==> config.mk <==
export PLATFORM = sky130hd
export DESIGN_NAME = zero_run_word_compressor_unit_flat
export DESIGN_NICKNAME = d
export VERILOG_FILES = /design/src/hw/rtl/zrc_pkg.sv /design/src/hw/rtl/zrc_if.sv /design/src/hw/rtl/zrc_front.sv /design/src/hw/rtl/zrc_queue.sv /design/src/hw/rtl/zrc_back.sv /design/src/hw/rtl/zero_run_word_compressor_unit.sv /design/src/flat_wrapper.sv
export SDC_FILE = /design/constraint.sdc
export NUM_CORES = 1
export LEC_CHECK = 0
export BUFFER_PORTS_ARGS = -buffer_cell sky130_fd_sc_hd__buf_2
export CAP_MARGIN = 20
export CORE_MARGIN = 2
export CORE_UTILIZATION = 60
export CTS_BUF_LIST = sky130_fd_sc_hd__clkbuf_4
export CTS_CLUSTER_DIAMETER = 60
export DETAILED_ROUTE_END_ITERATION = 6
export PLACE_DENSITY = 0.74
export SKIP_LAST_GASP = 1
export SLEW_MARGIN = 10
export SYNTH_ARGS = -nofsm -noshare
export SYNTH_HDL_FRONTEND = slang
export SYNTH_SLANG_ARGS = --single-unit
==> constraint.sdc <==
create_clock -name clk -period 13.79 [get_ports clk]
set_input_delay 1.379 -clock clk [delete_from_list [all_inputs] [get_ports clk]]
set_output_delay 1.379 -clock clk [all_outputs]
set_load 0.01 [all_outputs]
==> src/hw/rtl/zrc_pkg.sv <==
// ----------------------------------------------------------------------------
// zrc_pkg
// Shared types and constants of the zero-run word compressor.
// ----------------------------------------------------------------------------
package zrc_pkg;

  localparam int WORD_BITS_DEF        = 32;
  localparam int MAX_SOURCE_WORDS_DEF = 65535;
  localparam int QUEUE_DEPTH_DEF      = 4;

  localparam int DATA_W  = 32;
  localparam int ADDR_W  = 17;
  localparam int MAX_RES = 4;
  localparam int CNT_W   = $clog2(MAX_RES + 1);
  localparam int BEAT_W  = $clog2(MAX_RES);

  localparam logic [ADDR_W-1:0] IDX_MAX = 17'h1FFFF;
  localparam logic [ADDR_W-1:0] TGT_MAX = 17'h10000;
  localparam logic [15:0]       LEN_MAX = 16'hFFFF;

  localparam logic KIND_WRITE = 1'b0;
  localparam logic KIND_DONE  = 1'b1;

  typedef struct packed {
    logic              kind;
    logic [ADDR_W-1:0] address;
    logic [DATA_W-1:0] data;
    logic              final_res;
  } res_t;

  typedef struct packed {
    res_t [MAX_RES-1:0] res;
    logic [CNT_W-1:0]   cnt;
    logic               overflow;
  } pkt_t;

endpackage

==> src/hw/rtl/zrc_if.sv <==
// ----------------------------------------------------------------------------
// zrc_in_if / zrc_out_if
// Valid/ready channels for source words and for result beats.
// ----------------------------------------------------------------------------
interface zrc_in_if;
  logic        valid;
  logic        ready;
  logic [31:0] word;
  logic        last;

  modport source (output valid, word, last, input ready);
  modport sink   (input valid, word, last, output ready);
endinterface

interface zrc_out_if;
  logic        valid;
  logic        ready;
  logic        kind;
  logic [16:0] address;
  logic [31:0] data;
  logic        overflow;
  logic        final_res;

  modport source (output valid, kind, address, data, overflow, final_res, input ready);
  modport sink   (input valid, kind, address, data, overflow, final_res, output ready);
endinterface

==> src/hw/rtl/zrc_front.sv <==
// ----------------------------------------------------------------------------
// zrc_front
// Accepts source words, tracks run state and builds the result packet of
// each word.
// ----------------------------------------------------------------------------
module zrc_front #(
  parameter int WORD_BITS        = zrc_pkg::WORD_BITS_DEF,
  parameter int MAX_SOURCE_WORDS = zrc_pkg::MAX_SOURCE_WORDS_DEF
) (
  input  logic          clk,
  input  logic          rst_n,
  zrc_in_if.sink        in_ch,
  input  logic          q_ready,
  output logic          q_push,
  output zrc_pkg::pkt_t q_pkt
);

  localparam logic [31:0] WORD_MASK =
    (WORD_BITS >= 32) ? 32'hFFFF_FFFF : 32'((64'd1 << WORD_BITS) - 64'd1);
  localparam logic [zrc_pkg::ADDR_W-1:0] MAX_SRC = zrc_pkg::ADDR_W'(MAX_SOURCE_WORDS);

  logic                        in_run_r, in_run_nxt;
  logic                        zp_r, zp_nxt;
  logic [zrc_pkg::ADDR_W-1:0]  si_r, si_nxt;
  logic [zrc_pkg::ADDR_W-1:0]  ti_r, ti_nxt;
  logic [zrc_pkg::ADDR_W-1:0]  ha_r, ha_nxt;
  logic [15:0]                 rs_r, rs_nxt;
  logic [15:0]                 rl_r, rl_nxt;
  logic                        ov_r, ov_nxt;
  logic [31:0]                 w;
  logic                        nz;
  logic                        acc;
  zrc_pkg::pkt_t               pkt;

  function automatic logic [zrc_pkg::ADDR_W-1:0] inc_tgt(input logic [zrc_pkg::ADDR_W-1:0] x);
    inc_tgt = (x < zrc_pkg::TGT_MAX) ? x + 17'd1 : x;
  endfunction

  function automatic logic [15:0] inc_len(input logic [15:0] x);
    inc_len = (x < zrc_pkg::LEN_MAX) ? x + 16'd1 : x;
  endfunction

  assign in_ch.ready = q_ready;
  assign acc         = in_ch.valid && q_ready;
  assign w           = in_ch.word & WORD_MASK;
  assign nz          = (w != 32'd0);

  always_comb begin
    logic [zrc_pkg::CNT_W-1:0] n;
    logic                      ov;
    n          = '0;
    pkt        = '0;
    in_run_nxt = in_run_r;
    zp_nxt     = zp_r;
    ti_nxt     = ti_r;
    ha_nxt     = ha_r;
    rs_nxt     = rs_r;
    rl_nxt     = rl_r;
    ov         = ov_r | (si_r >= MAX_SRC);
    si_nxt     = (si_r < zrc_pkg::IDX_MAX) ? si_r + 17'd1 : si_r;

    if (!in_run_r) begin
      if (nz) begin
        in_run_nxt = 1'b1;
        zp_nxt     = 1'b0;
        ha_nxt     = ti_r;
        rs_nxt     = si_r[15:0];
        pkt.res[n[zrc_pkg::BEAT_W-1:0]] = '{zrc_pkg::KIND_WRITE, inc_tgt(ti_r), w, 1'b0};
        n      = n + 1'b1;
        ti_nxt = inc_tgt(inc_tgt(ti_r));
        rl_nxt = 16'd1;
      end
    end else if (zp_r) begin
      if (!nz) begin
        pkt.res[n[zrc_pkg::BEAT_W-1:0]] =
          '{zrc_pkg::KIND_WRITE, ha_r, {rl_r, rs_r}, 1'b0};
        n          = n + 1'b1;
        in_run_nxt = 1'b0;
        zp_nxt     = 1'b0;
      end else begin
        zp_nxt = 1'b0;
        pkt.res[n[zrc_pkg::BEAT_W-1:0]] = '{zrc_pkg::KIND_WRITE, ti_r, 32'd0, 1'b0};
        n = n + 1'b1;
        pkt.res[n[zrc_pkg::BEAT_W-1:0]] = '{zrc_pkg::KIND_WRITE, inc_tgt(ti_r), w, 1'b0};
        n      = n + 1'b1;
        ti_nxt = inc_tgt(inc_tgt(ti_r));
        rl_nxt = inc_len(inc_len(rl_r));
      end
    end else if (nz || in_ch.last) begin
      pkt.res[n[zrc_pkg::BEAT_W-1:0]] = '{zrc_pkg::KIND_WRITE, ti_r, w, 1'b0};
      n      = n + 1'b1;
      ti_nxt = inc_tgt(ti_r);
      rl_nxt = inc_len(rl_r);
    end else begin
      zp_nxt = 1'b1;
    end

    if (in_ch.last) begin
      if (in_run_nxt) begin
        pkt.res[n[zrc_pkg::BEAT_W-1:0]] =
          '{zrc_pkg::KIND_WRITE, ha_nxt, {rl_nxt, rs_nxt}, 1'b0};
        n = n + 1'b1;
      end
      if (ti_nxt == '0) begin
        pkt.res[n[zrc_pkg::BEAT_W-1:0]] = '{zrc_pkg::KIND_WRITE, '0, 32'd0, 1'b0};
        n = n + 1'b1;
      end
      pkt.res[n[zrc_pkg::BEAT_W-1:0]] =
        '{zrc_pkg::KIND_DONE, '0, {15'd0, ti_nxt}, 1'b1};
      n          = n + 1'b1;
      in_run_nxt = 1'b0;
      zp_nxt     = 1'b0;
      si_nxt     = '0;
      ti_nxt     = '0;
      ha_nxt     = '0;
      rs_nxt     = '0;
      rl_nxt     = '0;
      ov_nxt     = 1'b0;
    end else begin
      ov_nxt = ov;
    end

    pkt.cnt      = n;
    pkt.overflow = ov;
  end

  assign q_push = acc && (pkt.cnt != '0);
  assign q_pkt  = pkt;

  always_ff @(posedge clk) begin
    if (!rst_n) begin
      in_run_r <= 1'b0;
      zp_r     <= 1'b0;
      si_r     <= '0;
      ti_r     <= '0;
      ha_r     <= '0;
      rs_r     <= '0;
      rl_r     <= '0;
      ov_r     <= 1'b0;
    end else if (acc) begin
      in_run_r <= in_run_nxt;
      zp_r     <= zp_nxt;
      si_r     <= si_nxt;
      ti_r     <= ti_nxt;
      ha_r     <= ha_nxt;
      rs_r     <= rs_nxt;
      rl_r     <= rl_nxt;
      ov_r     <= ov_nxt;
    end
  end

`ifndef SYNTH
  a_last_clears: assert property (@(posedge clk) disable iff (!rst_n)
    (acc && in_ch.last) |=> (!in_run_r && !zp_r && ti_r == '0 && si_r == '0))
    else $error("state not cleared after last word");

  a_mid_stream_beats: assert property (@(posedge clk) disable iff (!rst_n)
    (q_push && !in_ch.last) |-> (q_pkt.cnt <= zrc_pkg::CNT_W'(2)))
    else $error("too many beats for a word inside the stream");
`endif

endmodule

==> src/hw/rtl/zrc_queue.sv <==
// ----------------------------------------------------------------------------
// zrc_queue
// Short packet queue between the classifying front and the beat sequencer.
// ----------------------------------------------------------------------------
module zrc_queue #(
  parameter int DEPTH = zrc_pkg::QUEUE_DEPTH_DEF
) (
  input  logic          clk,
  input  logic          rst_n,
  input  logic          push,
  input  zrc_pkg::pkt_t push_pkt,
  output logic          not_full,
  input  logic          pop,
  output logic          head_valid,
  output zrc_pkg::pkt_t head_pkt
);

  localparam int PW = (DEPTH > 1) ? $clog2(DEPTH) : 1;
  localparam int CW = $clog2(DEPTH + 1);

  zrc_pkg::pkt_t  mem_r [DEPTH];
  logic [PW-1:0]  wr_ptr_r, rd_ptr_r;
  logic [CW-1:0]  count_r;

  function automatic logic [PW-1:0] wrap_inc(input logic [PW-1:0] p);
    wrap_inc = (p == PW'(DEPTH - 1)) ? '0 : p + 1'b1;
  endfunction

  assign not_full   = (count_r != CW'(DEPTH));
  assign head_valid = (count_r != '0);
  assign head_pkt   = mem_r[rd_ptr_r];

  always_ff @(posedge clk) begin
    if (push) begin
      mem_r[wr_ptr_r] <= push_pkt;
    end
  end

  always_ff @(posedge clk) begin
    if (!rst_n) begin
      wr_ptr_r <= '0;
      rd_ptr_r <= '0;
      count_r  <= '0;
    end else begin
      if (push) begin
        wr_ptr_r <= wrap_inc(wr_ptr_r);
      end
      if (pop) begin
        rd_ptr_r <= wrap_inc(rd_ptr_r);
      end
      if (push && !pop) begin
        count_r <= count_r + 1'b1;
      end else if (pop && !push) begin
        count_r <= count_r - 1'b1;
      end
    end
  end

`ifndef SYNTH
  a_count_bound: assert property (@(posedge clk) disable iff (!rst_n)
    (count_r <= CW'(DEPTH)) && !(push && !not_full) && !(pop && !head_valid))
    else $error("queue overrun or underrun");
`endif

endmodule

==> src/hw/rtl/zrc_back.sv <==
// ----------------------------------------------------------------------------
// zrc_back
// Walks each queued packet and sends its results one beat at a time.
// ----------------------------------------------------------------------------
module zrc_back (
  input  logic          clk,
  input  logic          rst_n,
  input  logic          q_valid,
  input  zrc_pkg::pkt_t q_pkt,
  output logic          q_pop,
  zrc_out_if.source     out_ch
);

  logic [zrc_pkg::BEAT_W-1:0] beat_r;
  logic                       out_valid_r;
  zrc_pkg::res_t              out_res_r;
  logic                       out_ov_r;
  logic                       load;
  logic                       last_beat;

  assign load      = q_valid && (!out_valid_r || out_ch.ready);
  assign last_beat = ({1'b0, beat_r} == (q_pkt.cnt - 1'b1));
  assign q_pop     = load && last_beat;

  always_ff @(posedge clk) begin
    if (!rst_n) begin
      beat_r      <= '0;
      out_valid_r <= 1'b0;
    end else begin
      if (load) begin
        beat_r      <= last_beat ? '0 : beat_r + 1'b1;
        out_valid_r <= 1'b1;
      end else if (out_ch.ready) begin
        out_valid_r <= 1'b0;
      end
    end
  end

  always_ff @(posedge clk) begin
    if (load) begin
      out_res_r <= q_pkt.res[beat_r];
      out_ov_r  <= q_pkt.overflow;
    end
  end

  assign out_ch.valid     = out_valid_r;
  assign out_ch.kind      = out_res_r.kind;
  assign out_ch.address   = out_res_r.address;
  assign out_ch.data      = out_res_r.data;
  assign out_ch.overflow  = out_ov_r;
  assign out_ch.final_res = out_res_r.final_res;

`ifndef SYNTH
  a_final_is_done: assert property (@(posedge clk) disable iff (!rst_n)
    (out_valid_r && out_res_r.final_res) |-> (out_res_r.kind == zrc_pkg::KIND_DONE))
    else $error("final beat is not a done result");
`endif

endmodule

==> src/hw/rtl/zero_run_word_compressor_unit.sv <==
// ----------------------------------------------------------------------------
// zero_run_word_compressor_unit
// Zero-run word compressor: source words in, target-memory writes and a
// done beat with the total target size out.
// ----------------------------------------------------------------------------
// The unit accepts one source word per cycle while the queue has room and
// sends one result beat per cycle while the output is ready. The front
// classifies each word in the cycle it is accepted and queues its zero to
// four result beats as one packet; the back sends them one by one from an
// output register that it loads from the queue memory. Inside a stream a
// word makes at most two beats and never more than one per word on average,
// so the packet queue (QUEUE_DEPTH packets) absorbs the bursts; input stalls
// when the queue fills behind a stalled output, or behind the up to four
// beats that close each stream when short streams follow one another.
module zero_run_word_compressor_unit #(
  parameter int WORD_BITS        = zrc_pkg::WORD_BITS_DEF,
  parameter int MAX_SOURCE_WORDS = zrc_pkg::MAX_SOURCE_WORDS_DEF,
  parameter int QUEUE_DEPTH      = zrc_pkg::QUEUE_DEPTH_DEF
) (
  input  logic      clk,
  input  logic      rst_n,
  zrc_in_if.sink    in_ch,
  zrc_out_if.source out_ch
);

  logic          push, not_full, pop, head_valid;
  zrc_pkg::pkt_t push_pkt, head_pkt;

  zrc_front #(
    .WORD_BITS        (WORD_BITS),
    .MAX_SOURCE_WORDS (MAX_SOURCE_WORDS)
  ) u_front (
    .clk     (clk),
    .rst_n   (rst_n),
    .in_ch   (in_ch),
    .q_ready (not_full),
    .q_push  (push),
    .q_pkt   (push_pkt)
  );

  zrc_queue #(
    .DEPTH (QUEUE_DEPTH)
  ) u_queue (
    .clk        (clk),
    .rst_n      (rst_n),
    .push       (push),
    .push_pkt   (push_pkt),
    .not_full   (not_full),
    .pop        (pop),
    .head_valid (head_valid),
    .head_pkt   (head_pkt)
  );

  zrc_back u_back (
    .clk     (clk),
    .rst_n   (rst_n),
    .q_valid (head_valid),
    .q_pkt   (head_pkt),
    .q_pop   (pop),
    .out_ch  (out_ch)
  );

endmodule
==> src/flat_wrapper.sv <==
// flat-port wrapper written by rule: the top's interface ports become plain ports
module zero_run_word_compressor_unit_flat 
#(
  parameter int WORD_BITS        = zrc_pkg::WORD_BITS_DEF,
  parameter int MAX_SOURCE_WORDS = zrc_pkg::MAX_SOURCE_WORDS_DEF,
  parameter int QUEUE_DEPTH      = zrc_pkg::QUEUE_DEPTH_DEF
)
  (clk, rst_n, in_ch_valid, in_ch_word, in_ch_last, in_ch_ready, out_ch_valid, out_ch_kind, out_ch_address, out_ch_data, out_ch_overflow, out_ch_final_res, out_ch_ready);
  zrc_in_if in_ch_i ();
  zrc_out_if out_ch_i ();
  input  logic clk;
  input  logic rst_n;
  input wire logic [$bits(in_ch_i.valid)-1:0] in_ch_valid;
  input wire logic [$bits(in_ch_i.word)-1:0] in_ch_word;
  input wire logic [$bits(in_ch_i.last)-1:0] in_ch_last;
  output wire logic [$bits(in_ch_i.ready)-1:0] in_ch_ready;
  output wire logic [$bits(out_ch_i.valid)-1:0] out_ch_valid;
  output wire logic [$bits(out_ch_i.kind)-1:0] out_ch_kind;
  output wire logic [$bits(out_ch_i.address)-1:0] out_ch_address;
  output wire logic [$bits(out_ch_i.data)-1:0] out_ch_data;
  output wire logic [$bits(out_ch_i.overflow)-1:0] out_ch_overflow;
  output wire logic [$bits(out_ch_i.final_res)-1:0] out_ch_final_res;
  input wire logic [$bits(out_ch_i.ready)-1:0] out_ch_ready;
  assign in_ch_i.valid = in_ch_valid;
  assign in_ch_i.word = in_ch_word;
  assign in_ch_i.last = in_ch_last;
  assign in_ch_ready = in_ch_i.ready;
  assign out_ch_valid = out_ch_i.valid;
  assign out_ch_kind = out_ch_i.kind;
  assign out_ch_address = out_ch_i.address;
  assign out_ch_data = out_ch_i.data;
  assign out_ch_overflow = out_ch_i.overflow;
  assign out_ch_final_res = out_ch_i.final_res;
  assign out_ch_i.ready = out_ch_ready;
  zero_run_word_compressor_unit #(.WORD_BITS(WORD_BITS), .MAX_SOURCE_WORDS(MAX_SOURCE_WORDS), .QUEUE_DEPTH(QUEUE_DEPTH)) u_core (.clk(clk), .rst_n(rst_n), .in_ch(in_ch_i), .out_ch(out_ch_i));
endmodule
After elaboration in Yosys (flattened, before gate mapping) --
Memories as Yosys holds them, arrays and structs flattened. A register that Yosys moved wholly into a read port is not among the register bits. Cells that the tools add are included.
Operators by class: add/sub/neg operators 14, magnitude comparators 13, equal/unequal tests 4, multiplexer cells 76, bitwise gates (word level) 3, reduce and logical (&&, ||, !) cells 24
Operators by type and width (number):
- 204-bit 2-to-1 mux | 5
- 204-bit bitwise mux | 2
- 51-bit demux with 2-bit select | 3
- 51-bit 2-to-1 mux | 6
- 50-bit 2-to-1 mux | 5
- 204-bit bitwise AND | 1
- 17-bit 2-to-1 mux | 12
- 204-bit inverter | 1
- 16-bit 2-to-1 mux | 11
- 51-bit binary-select mux with 2-bit select | 1
- 17-bit by 1-bit adder with 17-bit output, second input constant | 3
- 17-bit < comparator, second input constant | 3
- 16-bit by 1-bit adder with 16-bit output, second input constant | 2
- 16-bit < comparator, second input constant | 2
- 32-bit nonzero test | 1
- 3-bit 2-to-1 mux | 9
- 17-bit by 16-bit >= comparator with 1-bit output, second input constant | 1
- 17-bit zero test | 1
- 1-bit 2-to-1 mux | 16
- 3-bit by 1-bit adder with 3-bit output, second input constant | 4
- 2-bit by 3-bit < comparator with 1-bit output, second input constant | 4
- 2-bit 2-to-1 mux | 6
- 1-bit logical AND | 9
- 3-bit nonzero test | 3
- other kinds (11) | 23
Storage, ports and cells: register bits 148, memory bits (writable) 832, input bits 37, output and inout port bits 54, memories 1
Memory list:
- u_core.u_queue.mem_r | depth 4, bits a word 208, rd ports 1, clocked after memory_dff 1, write ports 1, RTL line zrc_queue.sv:21 | zrc_pkg::pkt_t mem_r [DEPTH];

Depth between registers and ports, before layout --
depth after elaboration 19, mapped depth 28, depth with buffers taken out 24

Cells and area by module --
A second synthesis with hierarchy kept.
Unflattened totals: cell total of the unflattened synthesis 2728, area, all modules 43397.9 µm²
By module, submodules not included:
- zrc_queue | times used 1, cells an instance 1131, area each 30441.7 µm², sequential area each 25164.1 µm²
- zrc_front | times used 1, cells an instance 1456, area each 9949.5 µm², sequential area each 1721.7 µm²
- zrc_back | times used 1, cells an instance 141, area each 3006.6 µm², sequential area each 1621.6 µm²

Least setup slack after synthesis --
Ideal clock, no wire load.
path type input to register, start in in_ch_word[29], end mem u_core.u_queue.mem_r[3][0] (netlist bit) (enable), library setup time 590 ps, arrival 9746 ps, data required time 13200 ps, setup slack 3454 ps, stages 18, buffers on the path 2, path through nor4_1 nand4_1 or2_2 buf_2 a222oi_1 and4_1 nand4_1 nor4_4 xnor2_1 inv_1 ha_1 xor2_1 xor2_1 nand2_1 mux2_2 o21a_1 buf_4 and2_1
On the way: cells in the longest elaborated chain, start to end 17, elaborated cells between the ends (all ways) 27
Ends and longest elaborated chain:
- from (decl) | RTL line flat_wrapper.sv:14 | input wire logic [$bits(in_ch_i.word)-1:0] in_ch_word;
- 32-bit nonzero test (*) | RTL line zrc_front.sv:46 | assign nz = (w != 32'd0);
- 1-bit logical OR | RTL line zrc_front.sv:89 | end else if (nz || in_ch.last) begin
- 1-bit 2-to-1 mux | RTL line zrc_front.sv:89
- 3-bit 2-to-1 mux | RTL line zrc_front.sv:73 | end else if (zp_r) begin
- 3-bit 2-to-1 mux | RTL line zrc_front.sv:62 | if (!in_run_r) begin
- 3-bit by 1-bit adder with 3-bit output | RTL line zrc_front.sv:102 | n = n + 1'b1;
- 3-bit 2-to-1 mux | RTL line zrc_front.sv:99 | if (in_run_nxt) begin
- 3-bit 2-to-1 mux | RTL line zrc_front.sv:98 | if (in_ch.last) begin
- [2 not listed]
- 3-bit 2-to-1 mux | RTL line zrc_front.sv:98
- 3-bit by 1-bit adder with 3-bit output | RTL line zrc_front.sv:110 | n = n + 1'b1;
- 3-bit 2-to-1 mux (*) | RTL line zrc_front.sv:98
- 3-bit nonzero test (*) | RTL line zrc_front.sv:127 | assign q_push = acc && (pkt.cnt != '0);
- 1-bit logical AND (*) | RTL line zrc_front.sv:127
- named net u_core.push | RTL line zero_run_word_compressor_unit.sv:26 | logic push, not_full, pop, head_valid;
- 1-bit 2-to-1 mux (*) | RTL line zrc_queue.sv:34 | if (push) begin
- 1-bit 2-to-1 mux (not written as such) (*) | RTL line zrc_queue.sv:35 | mem_r[wr_ptr_r] <= push_pkt;
- to (decl) | RTL line zrc_queue.sv:21
The timed path passes the listed nets; every way through them passes the cells marked *. The select of a mux whose other input is x is not followed.

Worst setup path in the final report --
start reg u_core.u_front.ti_r[0] (netlist bit), end mem u_core.u_queue.mem_r[1][184] (netlist bit) (enable)
On the way: cells in the longest elaborated chain, start to end 16, elaborated cells between the ends (all ways) 19
Ends and longest elaborated chain:
- from (decl) | RTL line zrc_front.sv:25 | logic [zrc_pkg::ADDR_W-1:0] ti_r, ti_nxt;
- from (signal assigned) | RTL line zrc_front.sv:144 | ti_r <= ti_nxt;
- 17-bit by 1-bit adder with 17-bit output or 17-bit < comparator (tied branches) | RTL line zrc_front.sv:36 | inc_tgt = (x < zrc_pkg::TGT_MAX) ? x + 17'd1 : x;
- 17-bit 2-to-1 mux | RTL line zrc_front.sv:36
- 17-bit by 1-bit adder with 17-bit output or 17-bit < comparator (tied branches) | RTL line zrc_front.sv:36
- 17-bit 2-to-1 mux | RTL line zrc_front.sv:36
- 17-bit 2-to-1 mux | RTL line zrc_front.sv:63, zrc_front.sv:74
- 17-bit 2-to-1 mux | RTL line zrc_front.sv:73
- 17-bit 2-to-1 mux (*) | RTL line zrc_front.sv:62
- 17-bit zero test (*) | RTL line zrc_front.sv:104 | if (ti_nxt == '0) begin
- 3-bit 2-to-1 mux (*) | RTL line zrc_front.sv:104
- 3-bit 2-to-1 mux (*) | RTL line zrc_front.sv:98
- 3-bit by 1-bit adder with 3-bit output (*) | RTL line zrc_front.sv:110
- 3-bit 2-to-1 mux (*) | RTL line zrc_front.sv:98
- 3-bit nonzero test (*) | RTL line zrc_front.sv:127
- 1-bit logical AND (*) | RTL line zrc_front.sv:127
- 1-bit 2-to-1 mux (*) | RTL line zrc_queue.sv:34
- 1-bit 2-to-1 mux (not written as such) (*) | RTL line zrc_queue.sv:35
Every way passes the cells marked *; elsewhere a longest branch is shown, timed or not. The select of a mux whose other input is x is not followed.

==> results.py <==
metrics = {
    "worst_setup_path": {
        "slowest_delay_ns": 0.81,
        "crit_required_ns": 14.44,
        "critPathCaptureType": "flop",
        "cp_top_family": "simple AND/OR/NAND/NOR gates",
        "worstPathArrival_ns": 8.95,
        "reg2regPathDepth": 18,
        "criticalPathCategory": "reg2reg",
        "start_kind": "flop",
        "ff2ff_setup_slack_ns": 5.49,
        "cp-startpoint": "u_core.u_front.ti_r[0]$_SDFFE_PN0P_",
        "r2r_start": "u_core.u_front.ti_r[0]$_SDFFE_PN0P_",
        "crit_path_max_fanout": 62,
        "r2r-end": "u_core.u_queue.mem_r[1][184]$_DFFE_PP_",
        "crit_path_end": "u_core.u_queue.mem_r[1][184]$_DFFE_PP_",
        "cpMaxStageDelayCell": "buf_4",
        "crit_chain": "ha_1, nand4b_1, nor4_1, xnor2_1, a211oi_1, a41o_1, nand4_1, nor4_4, xnor2_1, inv_1, ha_1, xor2_1, xor2_1, nand2_1, mux2_2, o21a_1, and2_4, buf_4",
        "cp_num_buf_inv": 2,
        "cp.depth": 18,
    },
    "global_route": {
        "grt_pass1_vias": 27400,
        "grt_pass1_wl_um": 169000,
        "overflow": 0,
        "antenna_found_initial": 2,
        "grtUsageTotal_pct": 30.9,
        "grt_max_degree": 107,
    },
    "die": {
        "die_y_um": 270,
        "rows": 97,
        "core_sq_um": 70100,
        "die_area_sq_um": 73100,
        "start_util_pct": 60.7,
        "die_w_um": 270,
        "ios": 91,
    },
    "synthesis": {
        "synthesis.instances": 2770,
        "ys_types": 90,
        "synth.cell_area_sq_um": 42600,
        "yosys_register_bits": 965,
        "yosysWarnings": 0,
        "synth_compound_area_share_pct": 8.27,
        "synthArstFlopShare_pct": 0,
        "synth-xor-area-share_pct": 1.05,
        "synth_simple_gate_area_share_pct": 7.16,
        "synthMuxAreaShare_pct": 14.7,
        "ys_top_cells_by_area": "edfxtp_1 61%, mux4_2 13%, dfxtp_1 4.6%, nor2_1 3.0%, a21oi_1 1.6%",
        "synth-adder-area-share_pct": 0.782,
        "syn_nets": 2833,
        "seq_area_frac_synth_pct": 65.8,
        "yosysTopAreaCell": "edfxtp_1",
        "synth_top_area_share_pct": 61.2,
        "synth-edff-count": 867,
        "synth-main-ff-cell": "edfxtp_1",
        "syn_avg_cell_area_sq_um": 15.4,
        "synth_top_family_by_area": "multiplexers",
    },
    "timing": {
        "tns_ns": 0,
        "fin_crit_sh_pct": 60.2,
        "grt_setup_unrepaired": "no",
        "finalCriticalPeriod_ns": 8.30,
        "hold_violations": 0,
        "setup_viol": 0,
        "skew_ns": 0.0969,
        "fmax_mhz": 121,
        "post-route-worst-setup-slack_ns": 5.49,
        "maxSlewHeadroom_pct": 19.7,
        "tightest_slew_ns": 1.20,
        "final_max_slew_viol_count": 0,
    },
    "power_and_ir_drop": {
        "sequentialPowerShare_pct": 49.2,
        "p_int_mw": 5.60,
        "power_switching_mw": 2.16,
        "p_comb_share_pct": 21.3,
        "power_density_nw_per_um2": 166,
        "power.leakage_nw": 15.1,
        "swShare_pct": 27.8,
        "ir_worst_vdd_mv": 0.198,
        "clkPwrFrac_pct": 29.5,
    },
    "hold_path": {
        "hold_path_class": "reg2reg",
        "min_from": "u_core.u_queue.rd_ptr_r[0]$_SDFFE_PN0P_",
    },
    "drt": {
        "drtPass1Iterations": 6,
        "drt_iter0_markers": 3615,
        "routed-via-count": 27400,
        "wire_per_inst_um": 27.6,
        "ant_nets": 0,
        "drc": 0,
        "routed_wl_um": 113000,
        "viasPerCell": 6.71,
    },
    "layout": {
        "multiInputGateArea_sq_um": 13700,
        "drive_gt1_share_pct": 25.9,
        "seq_area_sq_um": 28000,
        "fillers": 4937,
        "area_delta_synth_final_pct": 10.3,
        "nets": 3014,
    },
    "clock_network": {
        "clkLatencyLatePin_ns": 1.11,
        "postCtsSetupRepairBufs": 0,
        "post_cts_resize_count": 0,
        "cts_tree": "built",
        "postCtsHoldBufs": 0,
        "h-tree-depth": 4,
        "root_buffer": "clkbuf_4",
        "cts_buffers": 229,
        "cts_num_sinks": 965,
        "clock_path_buffers": 3,
        "clkSlewWorstSetupHoldPaths_ns": 0.07,
    },
    "placement": {
        "io_buffers": 90,
        "routabilityCongestion": 0.974,
        "place_hpwl_um": 68300,
        "place_ws_ns": 4.84,
    },
    "status": {
        "status": "completed",
    },
    "flow_run": {
        "drv_cap": 0,
    },
}
-- Yosys cell counts, types with 15 or more instances --
cell,instances
mux4_2,254
ha_1,25
mux2i_1,43
nand2_1,134
nand4_1,16
nor2_1,336
nand3_1,27
buf_1,26
o2bb2ai_1,26
xnor2_1,29
xor2_1,22
or3_1,15
a22oi_1,50
o22ai_1,68
o21ai_0,56
and3_1,15
inv_1,38
edfxtp_1,867
buf_2,30
o221ai_1,24
dfxtp_1,98
nor4_1,25
a21oi_1,133
clkbuf_1,136
a31oi_1,17
nor3_1,30
-- routing by layer --
layer / routed length [um] / vias up / part of all wire, % / track usage, %
li1: - / 11600 / - / -
met1: 44900 / 13900 / 40 / 42.9
met2: 53800 / 1656 / 48 / 47.9
met3: 10500 / 266 / 9.3 / 7.49
met4: 3360 / 2 / 3.0 / 12.0
met5: 16 / - / 0.014 / 0
-- through the flow --
step	hold slack [ns]	util [%]	total power [mW]	cell area (sq um)	std cells
floorplan	0.458	-	5.07	42600	2770
global placement	0.466	62.6	5.50	43900	3659
detailed placement	0.481	62.6	5.56	43900	3659
CTS	0.479	66.9	7.84	46900	4077
global route	0.527	66.9	8.10	46900	4080
finish	0.494	66.9	7.77	46900	4080
-- kinds of logic (layout without fill, tap and decap cells) --
| logic type | Yosys count | in the layout |
|---|---|---|
| muxes | 305 | 305 |
| buffers and inverters | 239 | 607 |
| and+or+nand+nor | 669 | 669 |
| AOI/OAI and AO/OA | 515 | 515 |
| xor gates and xnor gates | 51 | 51 |
| adders and majority gates | 26 | 26 |
| DFF | 965 | 965 |
| other | 0 | 2 |
-- power groups by stage --
stage | combinational, mW | clock (mW) | sequential (mW)
6_report | 1.65 | 2.29 | 3.82
5_1_grt | 1.76 | 2.48 | 3.86
4_1_cts | 1.68 | 2.34 | 3.83
3_5_place_dp | 1.67 | 0 | 3.89
3_3_place_gp | 1.64 | 0 | 3.86
2_1_floorplan | 1.14 | 0 | 3.93
-- sequential cells by signal, summed over array words and instances (netlist names), named ones only --
register	count
u_core.u_front.si_r	17
u_core.u_back.out_ch.valid	1
u_core.u_back.out_ch.address	17
u_core.u_back.beat_r	2
u_core.u_front.in_run_r	1
u_core.u_queue.mem_r	816
u_core.u_front.ov_r	1
u_core.u_front.rl_r	16
u_core.u_queue.count_r	3
u_core.u_queue.rd_ptr_r	2
u_core.u_back.out_ch.kind	1
u_core.u_front.zp_r	1
u_core.u_front.ha_r	17
u_core.u_front.ti_r	17
u_core.u_back.out_ch.data	32
u_core.u_front.rs_r	16
u_core.u_back.out_ch.overflow	1
u_core.u_queue.wr_ptr_r	2
-- how the worst min path moves through the flow --
stage	end	slack (ns)	cells after the start
6_report	flop	0.49	2
5_1_grt	u_core.u_front.si_r[11]$_SDFFE_PN0P_	0.53	2
4_1_cts	u_core.u_back.out_ch.valid$_SDFFE_PN0P_	0.48	4
3_5_place_dp	u_core.u_front.si_r[11]$_SDFFE_PN0P_	0.48	2
3_3_place_gp	u_core.u_front.si_r[11]$_SDFFE_PN0P_	0.47	2
2_1_floorplan	u_core.u_front.si_r[11]$_SDFFE_PN0P_	0.46	2
-- cell usage in the layout, fill, tap and decap left out, drive strengths merged, types with 26 or more instances in the layout --
cell / count
mux2i: 43
clkbuf: 337
nor4: 27
inv: 46
clkinv: 71
a21oi: 133
buf: 149
o22ai: 69
nand3: 27
nor2: 336
dfxtp: 98
o21ai: 60
mux4: 254
xnor2: 29
o2bb2ai: 26
a22oi: 50
nand2: 134
edfxtp: 867
nor3: 33
-- worst min-delay path, cell delays in order, from the launching register on --
cell and delay (ns):
dfxtp_1 0.32, nand2_1 0.06, a21oi_1 0.07
-- area by class of cell --
type                    instances  share of cell area [%]
multi-input cells            1566                    29.1
well taps                     940                    2.51
inverters                      40                   0.320
clock buffers                 337                    5.39
repair buffers                149                    2.03
flip-flops and latches        965                    59.7
clock inverters                81                   0.973
diodes                          2                  0.0107
Note: power is estimated with default switching activity, not from simulation.
